File: src/mse_pkg.sv
package mse_pkg;

   localparam int MSE_DEPTH = 64;
   localparam int DATA_W = 32;

   typedef struct packed {
      logic cur_src_b;
      logic wr_en;
      logic done;
      logic res_b;
   } mse_ctl_type;

endpackage

File: src/mse_merge_ctrl.sv
module mse_merge_ctrl import mse_pkg::*; #(
   parameter int DEPTH = MSE_DEPTH,
   localparam int ADDR_W = $clog2(DEPTH),
   localparam int CNT_W = $clog2(DEPTH + 1)
) (
   input  logic                     clock,
   input  logic                     reset,
   input  logic                     start,
   input  logic [CNT_W-1:0]         count,
   input  logic signed [DATA_W-1:0] rd_left,
   input  logic signed [DATA_W-1:0] rd_right,
   output logic [ADDR_W-1:0]        rd_addr_left,
   output logic [ADDR_W-1:0]        rd_addr_right,
   output logic [ADDR_W-1:0]        wr_addr,
   output logic signed [DATA_W-1:0] wr_data,
   output mse_ctl_type              ctl
);

   localparam int W_W = CNT_W + 1;
   localparam int SUM_W = CNT_W + 2;

   typedef enum logic {
      ST_IDLE,
      ST_MERGE
   } state_type;

   state_type        state_ff, state_in;
   logic [CNT_W-1:0] i_ff, i_in, j_ff, j_in, k_ff, k_in;
   logic [CNT_W-1:0] mid_ff, mid_in, hi_ff, hi_in;
   logic [W_W-1:0]   w_ff, w_in;
   logic             pass_ff, pass_in;
   logic             done_ff, done_in;
   logic             res_b_ff, res_b_in;

   logic             take_left;
   logic [CNT_W-1:0] k_next;
   logic             seg_end, pass_end, finish;
   logic [W_W-1:0]   w_dbl, w_new;
   logic [CNT_W-1:0] lo_new;
   logic [SUM_W-1:0] mid_sum, hi_sum, n_ext;

   assign take_left = (j_ff >= hi_ff) || ((i_ff < mid_ff) && (rd_left <= rd_right));
   assign wr_data   = take_left ? rd_left : rd_right;
   assign k_next    = k_ff + CNT_W'(1);
   assign seg_end   = (k_next == hi_ff);
   assign pass_end  = seg_end && (hi_ff == count);
   assign w_dbl     = {w_ff[W_W-2:0], 1'b0};
   assign finish    = pass_end && (w_dbl >= W_W'(count));

   // base and run width of the next pair of runs
   always_comb begin
      if (state_ff == ST_IDLE) begin
         lo_new = '0;
         w_new  = W_W'(1);
      end else begin
         lo_new = pass_end ? '0 : hi_ff;
         w_new  = pass_end ? w_dbl : w_ff;
      end
   end

   assign n_ext   = SUM_W'(count);
   assign mid_sum = SUM_W'(lo_new) + SUM_W'(w_new);
   assign hi_sum  = mid_sum + SUM_W'(w_new);

   always_comb begin
      state_in = state_ff;
      i_in     = i_ff;
      j_in     = j_ff;
      k_in     = k_ff;
      mid_in   = mid_ff;
      hi_in    = hi_ff;
      w_in     = w_ff;
      pass_in  = pass_ff;
      done_in  = 1'b0;
      res_b_in = res_b_ff;
      case (state_ff)
         ST_IDLE: begin
            if (start) begin
               res_b_in = 1'b0;
               if (count <= CNT_W'(1)) begin
                  done_in = 1'b1;
               end else begin
                  state_in = ST_MERGE;
                  pass_in  = 1'b0;
                  w_in     = w_new;
                  k_in     = lo_new;
                  i_in     = lo_new;
                  mid_in   = (mid_sum > n_ext) ? count : mid_sum[CNT_W-1:0];
                  j_in     = mid_in;
                  hi_in    = (hi_sum > n_ext) ? count : hi_sum[CNT_W-1:0];
               end
            end
         end
         ST_MERGE: begin
            k_in = k_next;
            if (take_left) begin
               i_in = i_ff + CNT_W'(1);
            end else begin
               j_in = j_ff + CNT_W'(1);
            end
            if (seg_end) begin
               if (finish) begin
                  state_in = ST_IDLE;
                  done_in  = 1'b1;
                  res_b_in = ~pass_ff;
               end else begin
                  pass_in = pass_end ? ~pass_ff : pass_ff;
                  w_in    = w_new;
                  k_in    = lo_new;
                  i_in    = lo_new;
                  mid_in  = (mid_sum > n_ext) ? count : mid_sum[CNT_W-1:0];
                  j_in    = mid_in;
                  hi_in   = (hi_sum > n_ext) ? count : hi_sum[CNT_W-1:0];
               end
            end
         end
         default: begin
            state_in = ST_IDLE;
         end
      endcase
   end

   always_ff @(posedge clock) begin
      if (reset) begin
         state_ff <= ST_IDLE;
         done_ff  <= 1'b0;
         res_b_ff <= 1'b0;
         pass_ff  <= 1'b0;
      end else begin
         state_ff <= state_in;
         done_ff  <= done_in;
         res_b_ff <= res_b_in;
         pass_ff  <= pass_in;
      end
      i_ff   <= i_in;
      j_ff   <= j_in;
      k_ff   <= k_in;
      mid_ff <= mid_in;
      hi_ff  <= hi_in;
      w_ff   <= w_in;
   end

   // read addresses follow the next index so data lines up with the current one
   assign rd_addr_left  = i_in[ADDR_W-1:0];
   assign rd_addr_right = j_in[ADDR_W-1:0];
   assign wr_addr       = k_ff[ADDR_W-1:0];

   assign ctl.cur_src_b = pass_ff;
   assign ctl.wr_en     = (state_ff == ST_MERGE);
   assign ctl.done      = done_ff;
   assign ctl.res_b     = res_b_ff;

endmodule
File: config.mk
export PLATFORM = sky130hd
export DESIGN_NAME = mse_merge_ctrl
export DESIGN_NICKNAME = d
export VERILOG_FILES = /design/src/mse_pkg.sv /design/src/mse_merge_ctrl.sv
export SDC_FILE = /design/constraint.sdc
export NUM_CORES = 1
export LEC_CHECK = 0
export ABC_CLOCK_PERIOD_IN_PS = 10800
export BUFFER_PORTS_ARGS = -buffer_cell sky130_fd_sc_hd__clkbuf_2
export CELL_PAD_IN_SITES_DETAIL_PLACEMENT = 1
export CELL_PAD_IN_SITES_GLOBAL_PLACEMENT = 1
export CORE_MARGIN = 4
export CORE_UTILIZATION = 45
export DETAILED_ROUTE_END_ITERATION = 8
export MAX_ROUTING_LAYER = met4
export PLACE_DENSITY = 0.93
export REMOVE_ABC_BUFFERS = 1
export SLEW_MARGIN = 20
export SYNTH_ARGS = -nofsm -noshare
export SYNTH_HDL_FRONTEND = slang
export SYNTH_SLANG_ARGS = --single-unit
File: constraint.sdc
create_clock -name clock -period 10.8 [get_ports clock]
set_clock_uncertainty 0.15 [all_clocks]
set_input_delay 1.08 -clock clock [delete_from_list [all_inputs] [get_ports clock]]
set_output_delay 1.08 -clock clock [all_outputs]
set_load 0.01 [all_outputs]
==> flow_summary.json <==
{
  "clk_latency_ns": 0.30,
  "synth-edff-count": 31,
  "routed_wl_um": 17700,
  "place_inst": 842,
  "crit_chain": "clkbuf_2 -> xor2_1 -> nor4_1 -> nand4_1 -> a21oi_2 -> nand4_4 -> a21o_1 -> ha_1 -> fa_1 -> a21o_1 -> a21oi_1 -> o21bai_1 -> a21oi_1 -> xnor2_1 -> ha_1 -> o21ai_0 -> a21oi_1 -> o22ai_1 -> nand2_1 -> nor2_1 -> mux2_4 -> mux2i_1 -> o2111ai_1 -> clkbuf_2",
  "peakVddDrop_v": 0.0000831,
  "syn_to_final_growth_pct": 14.3,
  "cts_resized": 0,
  "cts_sinks": 47,
  "ys_async_sr_fraction_pct": 0,
  "hp-start": "pass_ff",
  "r2r-end": "hi_ff[5]",
  "fmax_mhz": 126,
  "crit_fanout": 17,
  "wl_per_cell_um": 20.8,
  "dpl-instance-area_sq_um": 5970,
  "finalSetupTns_ns": 0,
  "synth-main-ff-cell": "edfxtp_1",
  "p_clk_share_pct": 14.9,
  "synthCells": 603,
  "grt_max_degree": 49,
  "finalSetupViolCount": 0,
  "io_buffers": 127,
  "vias_per_cell": 6.00,
  "arrival_ns": 6.70,
  "slew_viol_final": 0,
  "final_util_pct": 53.1,
  "share_comb_of_total_power_pct": 57.1,
  "rr_startpoint": "k_ff[0]",
  "post-route-period-util_pct": 73.4,
  "period_needed_ns": 7.93,
  "core_sq_um": 11500,
  "pin_count": 128,
  "seq_power_share_pct": 28.0,
  "p_total_mw": 1.06,
  "critical_path.most_common_cell": "a21oi_1",
  "hpwlAfterDp_um": 14700,
  "rrSetupSlack_ns": 3.95,
  "start_util_pct": 46.4,
  "status": "finished, final reports clean",
  "max_stage_delay_ns": 0.42,
  "drive_above_1_share_pct": 26.6,
  "cts.htree.levels": 2,
  "avgSynthCellArea_sq_um": 8.87,
  "fin_cells": 850,
  "die_x_um": 117,
  "drc_errors": 0,
  "hold_class": "flip-flop to flip-flop",
  "design_area_sq_um": 6110,
  "num_vias": 5097,
  "r2r_cells": 22,
  "grt_pass1_wl_um": 27800,
  "synth_top_area_cell": "ha_1",
  "fp-row-count": 39,
  "switching_power_mw": 0.467,
  "chipHeight_um": 117,
  "synth_area_sq_um": 5350,
  "final_hold_viol_count": 0,
  "cts-buffers-inserted": 5,
  "power_density_nw_per_um2": 173,
  "synth_top_area_share_pct": 19.2,
  "firstDrtPassIters": 6,
  "final_antenna_net_count": 0,
  "clk_pin_slew_ns": 0.07,
  "clockRootBuffer": "clkbuf_16",
  "holdPathEnd": "pass_ff",
  "globalRouteTotalUtil_pct": 26.9,
  "die_area_sq_um": 13700,
  "cts_tree": "built",
  "relSlewSlack_pct": 26.6,
  "diodes": 0,
  "end_kind": "primary output",
  "grt_pass1_vias": 5610,
  "max-cap-violations": 0,
  "yosysWarnings": 0,
  "worst_pin_slew_ns": 1.10,
  "overflow": 0,
  "antenna_found_initial": 0,
  "ys_seq_elements": 47,
  "cts_buffer_depth": 2,
  "fin_nets": 864,
  "place_congestion": 0.922,
  "drt_iter0_markers": 386,
  "critPathKind": "input pin to primary output",
  "hold-path-cell-count": 1,
  "leakagePower_nw": 3.07,
  "crit_slowest_cell": "fa_1",
  "cts_setup_buffers": 0,
  "setup.worst_path.start_class": "input pin",
  "rsz0062_at_grt": "no",
  "postCtsHoldBufs": 0,
  "seq_area_frac_synth_pct": 23.4,
  "synth.distinct_cells": 69,
  "swShare_pct": 44.1,
  "crit_required_ns": 9.57,
  "p_int_mw": 0.592,
  "synth.top_cells.by_area": "ha_1 (19%), edfxtp_1 (17%), mux2_2 (7.8%), dfxtp_1 (6.0%), inv_1 (5.1%)"
}
[cell families (layout without fill, tap and decap cells)]
| logic type | Yosys count | after routing | share of synthesized area (%) |
|---|---|---|---|
| simple gates | 150 | 150 | 15.1 |
| compound gates | 132 | 132 | 15.9 |
| buf+inv | 106 | 210 | 9.22 |
| fa+ha+maj | 84 | 84 | 19.9 |
| mux | 53 | 53 | 11.2 |
| flops | 47 | 47 | 23.4 |
| xor+xnor | 31 | 31 | 5.22 |
[layout make-up]
class / count / area (sq um)
flip-flops and latches: 47 / 1250
clock inverters: 2 / 12.5
multi-input cells: 450 / 3610
fillers: 1401 / 5410
clock buffers: 6 / 129
inverters: 73 / 274
well taps: 143 / 179
repair buffers: 129 / 651
[power by group through the flow]
stage | sequential (mW) | combinational (mW) | clock [mW]
floorplan | 0.277 | 0.406 | 0
global placement | 0.294 | 0.563 | 0
detailed placement | 0.298 | 0.601 | 0
CTS | 0.294 | 0.606 | 0.157
global route | 0.301 | 0.663 | 0.165
finish | 0.296 | 0.605 | 0.158
[stage by stage]
step                      hold slack [ns]  setup slack (ns)
after floorplan                     0.376              4.19
after global placement              0.345              3.34
after detailed placement            0.380              3.07
after CTS                           0.387              2.98
after global routing                0.412              2.54
final                               0.403              2.87
[state kept, by name, summed over array words and instances, names as in the netlist]
name	count
done_ff	1
hi_ff	7
i_ff	7
j_ff	7
k_ff	7
mid_ff	7
pass_ff	1
res_b_ff	1
state_ff	1
w_ff	8
[worst max path at each step]
stage / from / to / slack (ns) / cells after the start
2_1_floorplan: count[3] / rd_addr_right[3] / 4.19 / 22
3_3_place_gp: count[5] / rd_addr_right[3] / 3.34 / 24
3_5_place_dp: count[5] / rd_addr_right[3] / 3.07 / 25
4_1_cts: count[5] / rd_addr_right[3] / 2.98 / 25
6_report: count[5] / rd_addr_right[3] / 2.87 / 24
5_1_grt: count[5] / rd_addr_right[3] / 2.54 / 25
[worst max-delay path, delay by kind of cell]
kind            cells  cell delay [ns]
xor+xnor            2             0.41
fa+ha+maj           3             0.99
compound gates     10             2.02
buf+inv             2             0.33
mux                 2             0.59
simple gates        5             1.28
[synthesized netlist by cell type (all sizes together), types with 2 or more instances]
cell type / number
a31oi: 3
nand3: 16
o21a: 11
a211o: 3
and3: 10
a21oi: 34
buf: 28
a21boi: 2
mux2: 39
o22ai: 4
a22o: 2
o211ai: 7
o311ai: 2
clkbuf: 5
ha: 82
or4: 3
nand2b: 8
xor2: 10
dfxtp: 16
nor2: 28
mux2i: 14
xnor2: 21
nor4: 8
a211oi: 5
o21ai: 35
edfxtp: 31
o31a: 2
nand4: 18
nor2b: 5
fa: 2
a21o: 11
inv: 72
nand2: 35
nor3: 12
[placed cells by master (no fill, tap or decap), drive strengths merged, types with 2 or more instances in the layout]
cell      n
nor3     12
and3     10
nand3    16
mux2i    14
or4       3
o22ai     4
ha       82
nor4      8
fa        2
inv      72
xnor2    21
o21a     11
dfxtp    16
xor2     10
a21o     11
a22o      2
a31oi     3
clkbuf  133
o311ai    2
nand2    35
nand4    18
o21ai    35
nor2     28
o211ai    7
nor2b     5
clkinv    3
a21oi    34
a211oi    5
buf       2
nand2b    8
mux2     39
a211o     3
edfxtp   31
o31a      2
a21boi    2
[metal layers]
metal / GRT usage, % / part of all wire [%] / vias to the layer above / wire length [um]
met1: 29.0 / 39 / 2495 / 6920
met4: 11.5 / 3.8 / 0 / 675
met3: 3.91 / 4.5 / 66 / 797
li1: - / - / 2374 / -
met5: - / 0 / - / 0
met2: 48.9 / 53 / 162 / 9300
No activity file was read; power rests on OpenSTA's default activity.
